$ cat config.mk
export PLATFORM = sky130hd
export DESIGN_NAME = pes_packet_header_parser_core
export DESIGN_NICKNAME = d
export VERILOG_FILES = /design/src/rtl/core/pphp_pkg.sv /design/src/rtl/core/pes_packet_header_parser_core.sv /design/src/rtl/core/pphp_parser.sv /design/src/rtl/core/pphp_queue.sv /design/src/rtl/core/pphp_emit.sv
export SDC_FILE = /design/constraint.sdc
export NUM_CORES = 1
export LEC_CHECK = 0
export ABC_AREA = 1
export BUFFER_PORTS_ARGS = -buffer_cell sky130_fd_sc_hd__buf_2
export CORE_MARGIN = 2
export CORE_UTILIZATION = 35
export DETAILED_ROUTE_END_ITERATION = 8
export GPL_ROUTABILITY_DRIVEN = 0
export SETUP_SLACK_MARGIN = 0.02
export SLEW_MARGIN = 20
export SYNTH_ARGS = -nofsm -noshare
export SYNTH_HDL_FRONTEND = slang
export SYNTH_SLANG_ARGS = --single-unit
$ cat constraint.sdc
create_clock -name clk -period 12.4 [get_ports clk]
set_input_delay 1.24 -clock clk [delete_from_list [all_inputs] [get_ports clk]]
set_output_delay 1.24 -clock clk [all_outputs]
set_load 0.05 [all_outputs]
$ cat src/rtl/core/pphp_pkg.sv
`timescale 1ns / 1ps
// ----------------------------------------------------------------------------
// pphp_pkg
// Shared types, phase codes, field size table and result record for the
// PES packet header parser.
// ----------------------------------------------------------------------------
package pphp_pkg;

    localparam int unsigned PH_W = 5;
    localparam int unsigned NPH  = 26;

    // Parse phase numbers
    localparam logic [PH_W-1:0] PH_HUNT    = 5'd0;
    localparam logic [PH_W-1:0] PH_ID      = 5'd1;
    localparam logic [PH_W-1:0] PH_LEN_HI  = 5'd2;
    localparam logic [PH_W-1:0] PH_LEN_LO  = 5'd3;
    localparam logic [PH_W-1:0] PH_FLAGS1  = 5'd4;
    localparam logic [PH_W-1:0] PH_FLAGS2  = 5'd5;
    localparam logic [PH_W-1:0] PH_HDRLEN  = 5'd6;
    localparam logic [PH_W-1:0] PH_PTS     = 5'd7;
    localparam logic [PH_W-1:0] PH_DTS     = 5'd8;
    localparam logic [PH_W-1:0] PH_ESCR    = 5'd9;
    localparam logic [PH_W-1:0] PH_ESRATE  = 5'd10;
    localparam logic [PH_W-1:0] PH_TRICK   = 5'd11;
    localparam logic [PH_W-1:0] PH_COPY    = 5'd12;
    localparam logic [PH_W-1:0] PH_CRC     = 5'd13;
    localparam logic [PH_W-1:0] PH_EXT     = 5'd14;
    localparam logic [PH_W-1:0] PH_PRIV    = 5'd15;
    localparam logic [PH_W-1:0] PH_PACKLEN = 5'd16;
    localparam logic [PH_W-1:0] PH_PACK    = 5'd17;
    localparam logic [PH_W-1:0] PH_SEQ     = 5'd18;
    localparam logic [PH_W-1:0] PH_PSTD    = 5'd19;
    localparam logic [PH_W-1:0] PH_EXT2LEN = 5'd20;
    localparam logic [PH_W-1:0] PH_EXT2    = 5'd21;
    localparam logic [PH_W-1:0] PH_STUFF   = 5'd22;
    localparam logic [PH_W-1:0] PH_PAYLOAD = 5'd23;
    localparam logic [PH_W-1:0] PH_PADDING = 5'd24;
    localparam logic [PH_W-1:0] PH_AFTER   = 5'd25;

    // One-hot parse state
    typedef enum logic [NPH-1:0] {
        ST_HUNT    = 26'h0000001,
        ST_ID      = 26'h0000002,
        ST_LEN_HI  = 26'h0000004,
        ST_LEN_LO  = 26'h0000008,
        ST_FLAGS1  = 26'h0000010,
        ST_FLAGS2  = 26'h0000020,
        ST_HDRLEN  = 26'h0000040,
        ST_PTS     = 26'h0000080,
        ST_DTS     = 26'h0000100,
        ST_ESCR    = 26'h0000200,
        ST_ESRATE  = 26'h0000400,
        ST_TRICK   = 26'h0000800,
        ST_COPY    = 26'h0001000,
        ST_CRC     = 26'h0002000,
        ST_EXT     = 26'h0004000,
        ST_PRIV    = 26'h0008000,
        ST_PACKLEN = 26'h0010000,
        ST_PACK    = 26'h0020000,
        ST_SEQ     = 26'h0040000,
        ST_PSTD    = 26'h0080000,
        ST_EXT2LEN = 26'h0100000,
        ST_EXT2    = 26'h0200000,
        ST_STUFF   = 26'h0400000,
        ST_PAYLOAD = 26'h0800000,
        ST_PADDING = 26'h1000000,
        ST_AFTER   = 26'h2000000
    } phase_t;

    // Result kinds
    localparam logic [1:0] KIND_PAYLOAD = 2'd0;
    localparam logic [1:0] KIND_HEADER  = 2'd1;
    localparam logic [1:0] KIND_ERROR   = 2'd2;

    // Error codes
    localparam logic [2:0] ERR_SYNTAX  = 3'd0;
    localparam logic [2:0] ERR_PTS     = 3'd1;
    localparam logic [2:0] ERR_DTS     = 3'd2;
    localparam logic [2:0] ERR_HDR_LEN = 3'd3;
    localparam logic [2:0] ERR_PKT_LEN = 3'd4;

    localparam logic [7:0] SID_MIN     = 8'hBC;
    localparam logic [7:0] SID_PADDING = 8'hBE;

    localparam int unsigned TS_W = 33;

    // Record handed from the classifier to the output stage
    typedef struct packed {
        logic [1:0]      kind;
        logic            transport;
        logic [12:0]     pid;
        logic [7:0]      stream;
        logic [7:0]      data;
        logic            first;
        logic [1:0]      pts_dts;
        logic [TS_W-1:0] pts;
        logic [TS_W-1:0] dts;
        logic [2:0]      code;
    } res_t;

    function automatic logic [PH_W-1:0] ph_index(input phase_t st);
        logic [PH_W-1:0] idx;
        idx = '0;
        for (int i = 0; i < NPH; i++) begin
            if (st[i])
            begin
                idx = idx | PH_W'(i);
            end
        end
        return idx;
    endfunction

    function automatic phase_t ph_state(input logic [PH_W-1:0] idx);
        return phase_t'(NPH'(1) << idx);
    endfunction

    function automatic logic [7:0] fixed_size(input logic [PH_W-1:0] p);
        logic [7:0] s;
        unique case (p)
            PH_PTS, PH_DTS: s = 8'd5;
            PH_ESCR:        s = 8'd6;
            PH_ESRATE:      s = 8'd3;
            PH_TRICK, PH_COPY, PH_EXT, PH_PACKLEN, PH_EXT2LEN: s = 8'd1;
            PH_CRC, PH_SEQ, PH_PSTD: s = 8'd2;
            PH_PRIV:        s = 8'd16;
            default:        s = 8'd0;
        endcase
        return s;
    endfunction

    function automatic logic field_needed(input logic [PH_W-1:0] p, input logic [15:0] f);
        logic n;
        unique case (p)
            PH_PTS:     n = f[7];
            PH_DTS:     n = f[7] & f[6];
            PH_ESCR:    n = f[5];
            PH_ESRATE:  n = f[4];
            PH_TRICK:   n = f[3];
            PH_COPY:    n = f[2];
            PH_CRC:     n = f[1];
            PH_EXT:     n = f[0];
            PH_PRIV:    n = f[15];
            PH_PACKLEN: n = f[14];
            PH_SEQ:     n = f[13];
            PH_PSTD:    n = f[12];
            PH_EXT2LEN: n = f[8];
            default:    n = 1'b0;
        endcase
        return n;
    endfunction

    function automatic logic has_header(input logic [7:0] id);
        return !(id == 8'hBC || id == 8'hBE || id == 8'hBF || id == 8'hF0 ||
                 id == 8'hF1 || id == 8'hF2 || id == 8'hF8 || id == 8'hFF);
    endfunction

endpackage

$ cat src/rtl/core/pes_packet_header_parser_core.sv
`timescale 1ns / 1ps
// An accepted byte's result enters the result queue at the edge that takes it,
// and leaves it for the output register once that register is empty or drained.
// Throughput: one byte per cycle; the parser finishes each byte in the cycle
// it is taken, so the rate is bounded only by room in the result queue.
// The input stalls only while the QUEUE_DEPTH-entry result queue is full.
// Reset (rst_n low, asynchronous) returns the parser to the prefix hunt,
// empties the queue and the output register and clears both config registers.
// ----------------------------------------------------------------------------
// pes_packet_header_parser_core
// Byte-serial PES packet parser: prefix hunt, header checks, PTS/DTS
// extraction and payload tagging, with a queue decoupling parse and output.
// ----------------------------------------------------------------------------
module pes_packet_header_parser_core
    import pphp_pkg::*;
#(
    parameter int unsigned QUEUE_DEPTH = 4
)
(
    input  logic        clk,
    input  logic        rst_n,
    // configuration
    input  logic        cfg_we,
    input  logic        cfg_index,
    input  logic [12:0] cfg_data,
    // input beats
    input  logic        in_valid,
    output logic        in_stall,
    input  logic [7:0]  data_byte,
    input  logic        unit_start,
    // result beats
    output logic        out_valid,
    input  logic        out_stall,
    output logic [1:0]  kind,
    output logic [12:0] route_id,
    output logic [7:0]  stream_code,
    output logic [7:0]  payload_byte,
    output logic        first_of_packet,
    output logic        pts_present,
    output logic        dts_present,
    output logic [32:0] pts_value,
    output logic [32:0] dts_value,
    output logic [2:0]  error_code
);

    localparam logic CFG_TRANSPORT = 1'b0;
    localparam logic CFG_PID       = 1'b1;

    logic        tmode_reg;
    logic [12:0] pid_reg;
    logic        step;
    logic        res_valid;
    res_t        res;
    res_t        head;
    logic        q_empty, q_full, q_pop;

    // Hold off input whenever the queue may not take this beat's result
    assign in_stall = q_full;
    assign step     = in_valid && !q_full;

    always_ff @(posedge clk or negedge rst_n)
    begin
        if (!rst_n)
        begin
            tmode_reg <= 1'b0;
            pid_reg   <= '0;
        end
        else if (cfg_we)
        begin
            unique case (cfg_index)
                CFG_TRANSPORT: tmode_reg <= cfg_data[0];
                CFG_PID:       pid_reg   <= cfg_data;
                default:       tmode_reg <= tmode_reg;
            endcase
        end
    end

    // Front: parse and classify each accepted byte
    pphp_parser u_parser (
        .clk            (clk),
        .rst_n          (rst_n),
        .step           (step),
        .data_byte      (data_byte),
        .unit_start     (unit_start),
        .transport_mode (tmode_reg),
        .stream_pid     (pid_reg),
        .res_valid      (res_valid),
        .res            (res)
    );

    // Decouple: results wait here while the output side stalls
    pphp_queue #(
        .DEPTH (QUEUE_DEPTH)
    ) u_queue (
        .clk       (clk),
        .rst_n     (rst_n),
        .push      (res_valid),
        .push_data (res),
        .pop       (q_pop),
        .pop_data  (head),
        .empty     (q_empty),
        .full      (q_full)
    );

    // Back: format and present result beats
    pphp_emit u_emit (
        .clk             (clk),
        .rst_n           (rst_n),
        .rec_avail       (!q_empty),
        .rec             (head),
        .rec_pop         (q_pop),
        .out_valid       (out_valid),
        .out_stall       (out_stall),
        .kind            (kind),
        .route_id        (route_id),
        .stream_code     (stream_code),
        .payload_byte    (payload_byte),
        .first_of_packet (first_of_packet),
        .pts_present     (pts_present),
        .dts_present     (dts_present),
        .pts_value       (pts_value),
        .dts_value       (dts_value),
        .error_code      (error_code)
    );

endmodule

$ cat src/rtl/core/pphp_parser.sv
`timescale 1ns / 1ps
// ----------------------------------------------------------------------------
// pphp_parser
// Front end: parses one byte per beat and classifies it into at most one
// result record.
// ----------------------------------------------------------------------------
module pphp_parser
    import pphp_pkg::*;
(
    input  logic        clk,
    input  logic        rst_n,
    input  logic        step,
    input  logic [7:0]  data_byte,
    input  logic        unit_start,
    input  logic        transport_mode,
    input  logic [12:0] stream_pid,
    output logic        res_valid,
    output res_t        res
);

    phase_t          phase_reg;
    phase_t          phase_next;
    logic [7:0]      fbc_reg, fbc_next;
    logic [7:0]      hbl_reg, hbl_next;
    logic [15:0]     pbl_reg, pbl_next;
    logic            unb_reg, unb_next;
    logic [7:0]      cs_reg, cs_next;
    logic [15:0]     hfb_reg, hfb_next;
    logic [TS_W-1:0] pts_reg, pts_next;
    logic [TS_W-1:0] dts_reg, dts_next;

    always_comb
    begin
        logic [PH_W-1:0] ph;
        logic [PH_W-1:0] cur;
        logic [PH_W-1:0] adv_from;
        logic [PH_W-1:0] found_p;
        logic            found;
        logic            do_adv;
        logic            do_hd;
        logic            none;
        logic [1:0]      kind;
        logic [2:0]      code;
        logic [7:0]      pbyte;
        logic            pfirst;
        logic [7:0]      size;
        logic [7:0]      idx;
        logic [7:0]      len;
        logic [3:0]      want;
        logic            stop;
        logic [7:0]      b;

        b        = data_byte;
        cur      = ph_index(phase_reg);
        ph       = cur;
        fbc_next = fbc_reg;
        hbl_next = hbl_reg;
        pbl_next = pbl_reg;
        unb_next = unb_reg;
        cs_next  = cs_reg;
        hfb_next = hfb_reg;
        pts_next = pts_reg;
        dts_next = dts_reg;
        none     = 1'b1;
        kind     = KIND_PAYLOAD;
        code     = ERR_SYNTAX;
        pbyte    = '0;
        pfirst   = 1'b0;
        do_adv   = 1'b0;
        do_hd    = 1'b0;
        adv_from = PH_PTS;
        found    = 1'b0;
        found_p  = PH_STUFF;
        size     = '0;
        idx      = '0;
        len      = '0;
        want     = '0;
        stop     = 1'b0;

        // unit start restarts the prefix hunt
        if (unit_start)
        begin
            if (!(ph == PH_HUNT || ph == PH_AFTER ||
                  ((ph == PH_PAYLOAD || ph == PH_PADDING) && unb_reg)))
            begin
                none = 1'b0; kind = KIND_ERROR; code = ERR_PKT_LEN;
            end
            ph = PH_HUNT;
            fbc_next = '0;
        end

        if (ph >= PH_FLAGS1 && ph <= PH_PADDING && !unb_next)
        begin
            pbl_next = pbl_next - 16'd1;
        end

        if (ph == PH_HUNT)
        begin
            if (transport_mode)
            begin
                if (fbc_next == 8'd0 && !unit_start)
                begin
                    // drop bytes before a unit start
                end
                else if (fbc_next < 8'd2)
                begin
                    if (b == 8'd0)
                    begin
                        fbc_next = fbc_next + 8'd1;
                    end
                    else
                    begin
                        if (none) begin none = 1'b0; kind = KIND_ERROR; code = ERR_SYNTAX; end
                        ph = PH_HUNT; fbc_next = '0;
                    end
                end
                else if (b == 8'd1)
                begin
                    ph = PH_ID;
                end
                else
                begin
                    if (none) begin none = 1'b0; kind = KIND_ERROR; code = ERR_SYNTAX; end
                    ph = PH_HUNT; fbc_next = '0;
                end
            end
            else if (b == 8'd0)
            begin
                fbc_next = (fbc_next < 8'd2) ? fbc_next + 8'd1 : 8'd2;
            end
            else if (b == 8'd1 && fbc_next >= 8'd2)
            begin
                ph = PH_ID;
            end
            else
            begin
                fbc_next = '0;
            end
        end
        else if (ph == PH_ID)
        begin
            if (b < SID_MIN)
            begin
                if (transport_mode)
                begin
                    if (none) begin none = 1'b0; kind = KIND_ERROR; code = ERR_SYNTAX; end
                    ph = PH_HUNT; fbc_next = '0;
                end
                else
                begin
                    ph = PH_HUNT;
                    fbc_next = (b == 8'd0) ? 8'd1 : 8'd0;
                end
            end
            else
            begin
                cs_next  = b;
                hfb_next = '0;
                pts_next = '0;
                dts_next = '0;
                ph = PH_LEN_HI;
            end
        end
        else if (ph == PH_LEN_HI)
        begin
            pbl_next = {b, 8'd0};
            ph = PH_LEN_LO;
        end
        else if (ph == PH_LEN_LO)
        begin
            pbl_next = {pbl_next[15:8], b};
            unb_next = (pbl_next == 16'd0);
            if (has_header(cs_next)) ph = PH_FLAGS1;
            else do_hd = 1'b1;
        end
        else if (ph == PH_FLAGS1)
        begin
            if (b[7:6] != 2'd2)
            begin
                if (none) begin none = 1'b0; kind = KIND_ERROR; code = ERR_SYNTAX; end
                ph = PH_HUNT; fbc_next = '0;
            end
            else
            begin
                ph = PH_FLAGS2;
            end
        end
        else if (ph == PH_FLAGS2)
        begin
            hfb_next = {8'd0, b};
            if (b[7:6] == 2'd1)
            begin
                if (none) begin none = 1'b0; kind = KIND_ERROR; code = ERR_SYNTAX; end
                ph = PH_HUNT; fbc_next = '0;
            end
            else
            begin
                ph = PH_HDRLEN;
            end
        end
        else if (ph == PH_HDRLEN)
        begin
            hbl_next = b;
            do_adv = 1'b1;
            adv_from = PH_PTS;
        end
        else if (ph == PH_STUFF)
        begin
            if (b != 8'hFF)
            begin
                if (none) begin none = 1'b0; kind = KIND_ERROR; code = ERR_SYNTAX; end
                ph = PH_HUNT; fbc_next = '0;
            end
            else
            begin
                hbl_next = hbl_next - 8'd1;
                if (hbl_next == 8'd0) do_hd = 1'b1;
            end
        end
        else if (ph == PH_PAYLOAD)
        begin
            none   = 1'b0;
            kind   = KIND_PAYLOAD;
            pbyte  = b;
            pfirst = (fbc_next == 8'd0);
            fbc_next = 8'd1;
            if (!unb_next && pbl_next == 16'd0)
            begin
                ph = transport_mode ? PH_AFTER : PH_HUNT;
                fbc_next = '0;
            end
        end
        else if (ph == PH_PADDING)
        begin
            if (b != 8'hFF)
            begin
                if (none) begin none = 1'b0; kind = KIND_ERROR; code = ERR_SYNTAX; end
                ph = PH_HUNT; fbc_next = '0;
            end
            else if (!unb_next && pbl_next == 16'd0)
            begin
                ph = transport_mode ? PH_AFTER : PH_HUNT;
                fbc_next = '0;
            end
        end
        else if (ph == PH_AFTER)
        begin
            if (transport_mode)
            begin
                if (none) begin none = 1'b0; kind = KIND_ERROR; code = ERR_SYNTAX; end
                ph = PH_HUNT; fbc_next = '0;
            end
            else
            begin
                ph = PH_HUNT;
                fbc_next = (b == 8'd0) ? 8'd1 : 8'd0;
            end
        end
        else if (ph > PH_HDRLEN && ph < PH_STUFF)
        begin
            // one byte of an optional header field
            size = fixed_size(ph);
            if (fbc_next <= size) idx = size - fbc_next;
            if (ph == PH_PTS)
            begin
                want = (hfb_next[7:6] == 2'd3) ? 4'd3 : 4'd2;
                if (idx == 8'd0 && b[7:4] != want)
                begin
                    if (none) begin none = 1'b0; kind = KIND_ERROR; code = ERR_PTS; end
                    ph = PH_HUNT; fbc_next = '0;
                    stop = 1'b1;
                end
                else if (idx == 8'd0)
                    pts_next = {30'd0, b[3:1]};
                else if (idx == 8'd1 || idx == 8'd3)
                    pts_next = {pts_next[TS_W-9:0], b};
                else
                    pts_next = {pts_next[TS_W-8:0], b[7:1]};
            end
            else if (ph == PH_DTS)
            begin
                if (idx == 8'd0 && b[7:4] != 4'd1)
                begin
                    if (none) begin none = 1'b0; kind = KIND_ERROR; code = ERR_DTS; end
                    ph = PH_HUNT; fbc_next = '0;
                    stop = 1'b1;
                end
                else if (idx == 8'd0)
                    dts_next = {30'd0, b[3:1]};
                else if (idx == 8'd1 || idx == 8'd3)
                    dts_next = {dts_next[TS_W-9:0], b};
                else
                    dts_next = {dts_next[TS_W-8:0], b[7:1]};
            end
            else if (ph == PH_EXT)
                hfb_next = {b, hfb_next[7:0]};
            else if (ph == PH_PACKLEN)
                len = b;
            else if (ph == PH_EXT2LEN)
                len = {1'b0, b[6:0]};

            if (!stop)
            begin
                hbl_next = hbl_next - 8'd1;
                fbc_next = fbc_next - 8'd1;
                if (fbc_next != 8'd0)
                begin
                    if (hbl_next == 8'd0)
                    begin
                        if (none) begin none = 1'b0; kind = KIND_ERROR; code = ERR_HDR_LEN; end
                        ph = PH_HUNT; fbc_next = '0;
                    end
                end
                else if ((ph == PH_PACKLEN || ph == PH_EXT2LEN) && len != 8'd0)
                begin
                    if (hbl_next == 8'd0)
                    begin
                        if (none) begin none = 1'b0; kind = KIND_ERROR; code = ERR_HDR_LEN; end
                        ph = PH_HUNT; fbc_next = '0;
                    end
                    else
                    begin
                        ph = (ph == PH_PACKLEN) ? PH_PACK : PH_EXT2;
                        fbc_next = len;
                    end
                end
                else
                begin
                    do_adv = 1'b1;
                    if (ph == PH_PACKLEN) adv_from = PH_SEQ;
                    else if (ph == PH_EXT2LEN) adv_from = PH_STUFF;
                    else adv_from = ph + 5'd1;
                end
            end
        end
        else
        begin
            ph = PH_HUNT;
            fbc_next = '0;
        end

        // pick the next optional field that the flags call for
        if (do_adv)
        begin
            for (int i = PH_STUFF - 1; i >= PH_PTS; i--)
            begin
                if (PH_W'(i) >= adv_from && field_needed(PH_W'(i), hfb_next))
                begin
                    found = 1'b1;
                    found_p = PH_W'(i);
                end
            end
            if (found)
            begin
                if (hbl_next == 8'd0)
                begin
                    if (none) begin none = 1'b0; kind = KIND_ERROR; code = ERR_HDR_LEN; end
                    ph = PH_HUNT; fbc_next = '0;
                end
                else
                begin
                    ph = found_p;
                    fbc_next = fixed_size(found_p);
                end
            end
            else if (hbl_next == 8'd0)
                do_hd = 1'b1;
            else
                ph = PH_STUFF;
        end

        if (do_hd)
        begin
            if (none) begin none = 1'b0; kind = KIND_HEADER; end
            ph = (cs_next == SID_PADDING) ? PH_PADDING : PH_PAYLOAD;
            fbc_next = '0;
            if (!unb_next && pbl_next == 16'd0)
                ph = transport_mode ? PH_AFTER : PH_HUNT;
        end

        if (none && !unb_next && ph >= PH_FLAGS1 && ph <= PH_STUFF && pbl_next == 16'd0)
        begin
            none = 1'b0; kind = KIND_ERROR; code = ERR_PKT_LEN;
            ph = PH_HUNT; fbc_next = '0;
        end

        phase_next    = ph_state(ph);
        res_valid     = step && !none;
        res.kind      = kind;
        res.transport = transport_mode;
        res.pid       = stream_pid;
        res.stream    = cs_next;
        res.data      = pbyte;
        res.first     = pfirst;
        res.pts_dts   = hfb_next[7:6];
        res.pts       = pts_next;
        res.dts       = dts_next;
        res.code      = code;
    end

    always_ff @(posedge clk or negedge rst_n)
    begin
        if (!rst_n)
        begin
            phase_reg <= ST_HUNT;
            fbc_reg   <= '0;
            hbl_reg   <= '0;
            pbl_reg   <= '0;
            unb_reg   <= 1'b0;
            cs_reg    <= '0;
            hfb_reg   <= '0;
            pts_reg   <= '0;
            dts_reg   <= '0;
        end
        else if (step)
        begin
            phase_reg <= phase_next;
            fbc_reg   <= fbc_next;
            hbl_reg   <= hbl_next;
            pbl_reg   <= pbl_next;
            unb_reg   <= unb_next;
            cs_reg    <= cs_next;
            hfb_reg   <= hfb_next;
            pts_reg   <= pts_next;
            dts_reg   <= dts_next;
        end
    end

endmodule

$ cat src/rtl/core/pphp_queue.sv
`timescale 1ns / 1ps
// ----------------------------------------------------------------------------
// pphp_queue
// Short FIFO of result records between the parser and the output stage.
// ----------------------------------------------------------------------------
module pphp_queue
    import pphp_pkg::*;
#(
    parameter int unsigned DEPTH = 4
)
(
    input  logic clk,
    input  logic rst_n,
    input  logic push,
    input  res_t push_data,
    input  logic pop,
    output res_t pop_data,
    output logic empty,
    output logic full
);

    localparam int unsigned PW = (DEPTH > 1) ? $clog2(DEPTH) : 1;
    localparam int unsigned CW = $clog2(DEPTH + 1);

    res_t          slot_reg [DEPTH];
    logic [PW-1:0] wr_reg, wr_next;
    logic [PW-1:0] rd_reg, rd_next;
    logic [CW-1:0] cnt_reg, cnt_next;

    assign empty    = (cnt_reg == '0);
    assign full     = (cnt_reg == CW'(DEPTH));
    assign pop_data = slot_reg[rd_reg];

    always_comb
    begin
        wr_next  = (wr_reg == PW'(DEPTH - 1)) ? '0 : wr_reg + PW'(1);
        rd_next  = (rd_reg == PW'(DEPTH - 1)) ? '0 : rd_reg + PW'(1);
        cnt_next = cnt_reg + CW'(push) - CW'(pop);
    end

    always_ff @(posedge clk)
    begin
        if (push)
        begin
            slot_reg[wr_reg] <= push_data;
        end
    end

    always_ff @(posedge clk or negedge rst_n)
    begin
        if (!rst_n)
        begin
            wr_reg  <= '0;
            rd_reg  <= '0;
            cnt_reg <= '0;
        end
        else
        begin
            if (push) wr_reg <= wr_next;
            if (pop)  rd_reg <= rd_next;
            cnt_reg <= cnt_next;
        end
    end

endmodule

$ cat src/rtl/core/pphp_emit.sv
`timescale 1ns / 1ps
// ----------------------------------------------------------------------------
// pphp_emit
// Back end: formats a queued record into the output fields and holds it in
// the output register until the beat is taken.
// ----------------------------------------------------------------------------
module pphp_emit
    import pphp_pkg::*;
(
    input  logic            clk,
    input  logic            rst_n,
    input  logic            rec_avail,
    input  res_t            rec,
    output logic            rec_pop,
    output logic            out_valid,
    input  logic            out_stall,
    output logic [1:0]      kind,
    output logic [12:0]     route_id,
    output logic [7:0]      stream_code,
    output logic [7:0]      payload_byte,
    output logic            first_of_packet,
    output logic            pts_present,
    output logic            dts_present,
    output logic [TS_W-1:0] pts_value,
    output logic [TS_W-1:0] dts_value,
    output logic [2:0]      error_code
);

    logic load;
    logic pp, dp;

    // Load a waiting record whenever the output register is empty or being drained
    assign load    = rec_avail && (!out_valid || !out_stall);
    assign rec_pop = load;
    assign pp      = (rec.kind == KIND_HEADER) && rec.pts_dts[1];
    assign dp      = (rec.kind == KIND_HEADER) && (rec.pts_dts == 2'd3);

    always_ff @(posedge clk or negedge rst_n)
    begin
        if (!rst_n)
        begin
            out_valid <= 1'b0;
        end
        else if (load)
        begin
            out_valid <= 1'b1;
        end
        else if (!out_stall)
        begin
            out_valid <= 1'b0;
        end
    end

    always_ff @(posedge clk)
    begin
        if (load)
        begin
            kind            <= rec.kind;
            route_id        <= rec.transport ? rec.pid : {5'd0, rec.stream};
            stream_code     <= rec.stream;
            payload_byte    <= (rec.kind == KIND_PAYLOAD) ? rec.data : 8'd0;
            first_of_packet <= (rec.kind == KIND_PAYLOAD) && rec.first;
            pts_present     <= pp;
            dts_present     <= dp;
            pts_value       <= pp ? rec.pts : '0;
            dts_value       <= dp ? rec.dts : '0;
            error_code      <= (rec.kind == KIND_ERROR) ? rec.code : ERR_SYNTAX;
        end
    end

endmodule

==> flow_metrics.py <==
metrics = {
    "logic_synthesis": {
        "syn_inst": 3582,
        "synthFlopType": "edfxtp_1",
        "synthMuxAreaShare": 0.004025,
        "ys_top_cells_by_area": "edfxtp_1 46%, dfrtp_1 12%, o21ai_0 7.8%",
        "ys_ff_latch": 686,
        "synth_edf_count": 519,
        "syn_avg_cell_area_um2": 9.371,
        "synth_compound_area_frac": 0.1501,
        "synth_adder_area_share": 0.01200,
        "synth_nets": 3641,
        "synthXorXnorAreaFrac": 0.006746,
        "yosysUniqueCellTypes": 70,
        "synth_top_family_by_area": "simple AND/OR/NAND/NOR gates",
        "synth-seq-area-share": 0.5888,
        "synth-simple-area-share": 0.1822,
        "synth_top_area_frac": 0.4643,
        "synth_top_area_cell": "edfxtp_1",
        "async_flop_share": 0.2434,
        "synth_area_mm2": 0.03357,
        "yosysWarnings": 0,
    },
    "timing": {
        "setup_viol": 0,
        "tightest_slew_ns": 1.137,
        "final-max-slew-violation-count": 0,
        "slew_headroom": 0.2359,
        "hold_viol_final": 0,
        "fin_crit_ns": 9.701,
        "min_period_over_period": 0.7823,
        "fin_worst_skew_ns": 0.02036,
        "tns_ns": 0,
        "max_freq_ghz": 0.1031,
        "hold_ws_ns": 0.4870,
        "rsz0062_at_grt": "no",
    },
    "final_layout": {
        "area_growth_pct": 13.05,
        "layout.nets": 3709,
        "diodes": 0,
        "utilization": 0.3994,
        "finalNonFillerCells": 4973,
        "final_area_mm2": 0.03795,
        "largest_reg_flops": 416,
        "drive_gt1_frac": 0.1119,
    },
    "clock_tree": {
        "cts.sinks": 686,
        "post_cts_resized": 0,
        "root_buffer": "clkbuf_16",
        "postCtsSetupBuffers": 0,
        "numCtsBuffers": 73,
        "insertion_delay_ns": 0.64,
        "clk_pin_slew_ns": 0.06,
        "htreeDepth": 3,
        "clk_path_buf_depth": 3,
        "ctsHoldBuffers": 0,
        "tritoncts": "built",
    },
    "setup_path": {
        "worstSetupPathType": "flop to flop",
        "cp_max_fo": 82,
        "arrival_ns": 9.96,
        "rr_worst_depth": 46,
        "critPathSlowestCell": "nor2_4",
        "crit_top_cell": "nand2_1",
        "end_kind": "flop",
        "startpoint_type": "flop",
        "worstPathRequired_ns": 12.66,
        "slowest_delay_ns": 0.68,
    },
    "hold_path": {
        "hold_depth": 2,
        "worstHoldPathType": "flop to flop",
    },
    "floorplanning": {
        "ios": 133,
        "die-width_um": 313.7,
        "core.rowCount": 113,
        "start_util": 0.3533,
        "die_area_mm2": 0.09840,
        "core-area_mm2": 0.09501,
        "die_h_um": 313.7,
    },
    "placed_design": {
        "port_buffers": 132,
        "place_area_mm2": 0.03553,
        "dp_hpwl_um": 60370,
        "placedCellCount": 4840,
    },
    "routing": {
        "routedWlPerCell_um": 18.86,
        "num_vias": 26230,
        "vias_per_cell": 5.273,
        "drtPass1Iterations": 7,
        "drt-initial-drc-count": 2743,
        "drtAntennaViolNets": 0,
        "drc_errors": 0,
        "wl_um": 93790,
    },
    "power": {
        "power_leakage_nw": 15.04,
        "p_per_area_mw_per_mm2": 241.3,
        "ir_worst_vdd_mv": 0.1325,
    },
    "global_route": {
        "grt_util_all_layers": 0.1865,
        "grt_max_degree": 116,
        "overflow": 0,
        "antenna_found_initial": 1,
        "grt_first_pass_wirelength_um": 143600,
        "grt_pass1_vias": 24560,
    },
    "flow_run": {
        "drv_cap": 0,
    },
    "status": {
        "status": "finished, final reports clean",
    },
}
-- report_power, final --
part / leakage [nW] / internal, mW / total (mW) / switching (mW)
logic: 6.73 / 0.854 / 3.56 / 2.71
clock network: 1.16 / 1.29 / 2.21 / 0.919
registers: 7.15 / 3.17 / 3.38 / 0.214
-- through the flow --
step	power [mW]	worst slack, ns
4_1_cts	9.216	2.781
6_report	9.155	2.699
2_1_floorplan	5.969	0.6377
3_5_place_dp	6.987	2.447
5_1_grt	9.711	2.041
3_3_place_gp	6.958	2.740
-- cell usage after synthesis, types with 5 or more instances --
cell type / instances
a21oi_1: 144
a22oi_1: 16
a31oi_1: 9
buf_1: 23
clkbuf_1: 145
clkinv_1: 14
dfrtp_1: 167
edfxtp_1: 519
ha_1: 29
inv_1: 275
inv_2: 23
mux2_2: 12
nand2_1: 621
nand2_2: 25
nand2_4: 7
nand3_1: 120
nand3_2: 7
nand4_1: 34
nor2_1: 524
nor2_2: 16
nor2_4: 8
nor3_1: 31
nor4_1: 11
o2111ai_1: 14
o211ai_1: 36
o21ai_0: 525
o21ai_1: 15
o21ai_2: 6
o22ai_1: 103
o31ai_1: 16
or2_2: 5
xor2_1: 21
-- cell usage in the layout (no fill, tap or decap), types with 12 or more instances in the layout --
cell type and instances:
clkinv_1 22, o21ai_1 15, xor2_1 21, buf_4 29
clkbuf_1 21, o211ai_1 36, nor2_2 16, nor3_1 30
a21oi_1 144, clkbuf_16 74, inv_2 23, o22ai_1 103
a22oi_1 16, nand2_1 620, nand3_1 119, o31ai_1 16
nand4_1 34, o21ai_0 524, o2111ai_1 14, buf_2 131
nor2_1 518, inv_1 272, nor2_4 14, ha_1 29
edfxtp_1 519, nand2_2 26, dfrtp_1 165, mux2_2 12
-- worst max-delay path, delay by kind of cell, from the launching register on --
family	cells	cell delay, ns
and+or+nand+nor	31	5.78
adders and majority gates	4	1.24
buffers and inverters	8	1.18
AOI/OAI and AO/OA	3	0.60
DFF	1	0.40
-- kinds of logic after synthesis --
kind of cell / count (synthesis)
DFF: 686
buffers and inverters: 488
muxes: 12
adders and majority gates: 31
AOI/OAI and AO/OA: 909
xor gates and xnor gates: 25
and+or+nand+nor: 1431
-- per-layer routing --
layer  part of all wire  global-route usage
met4              0.038             0.07221
met5           0.000075                   0
met1               0.43              0.2496
met2               0.46              0.2980
met3              0.075             0.03774
-- worst paths after layout --
kind / start / to / slack, ns
max: u_parser.phase_reg[15] / u_queue.slot_reg[1][48] / 2.70
min: u_parser.phase_reg[18] / u_parser.phase_reg[18] / 0.49
max reg2reg: u_parser.phase_reg[15] / u_queue.slot_reg[1][48] / 2.70
min reg2reg: u_parser.phase_reg[18] / u_parser.phase_reg[18] / 0.49
max in group asynchronous: rst_n / u_queue.rd_reg[0] / 10.46
min in group asynchronous: rst_n / u_parser.pts_reg[18] / 0.55
-- final cells by class --
class | count | area [µm²]
inverters | 315 | 1207
clock buffers | 101 | 2013
fillers | 9314 | 57060
multi-input cells | 2408 | 12000
well taps | 1265 | 1583
clock inverters | 32 | 394.1
repair buffers | 166 | 978.4
flip-flops and latches | 686 | 19770
No activity file was read; power rests on OpenSTA's default activity.
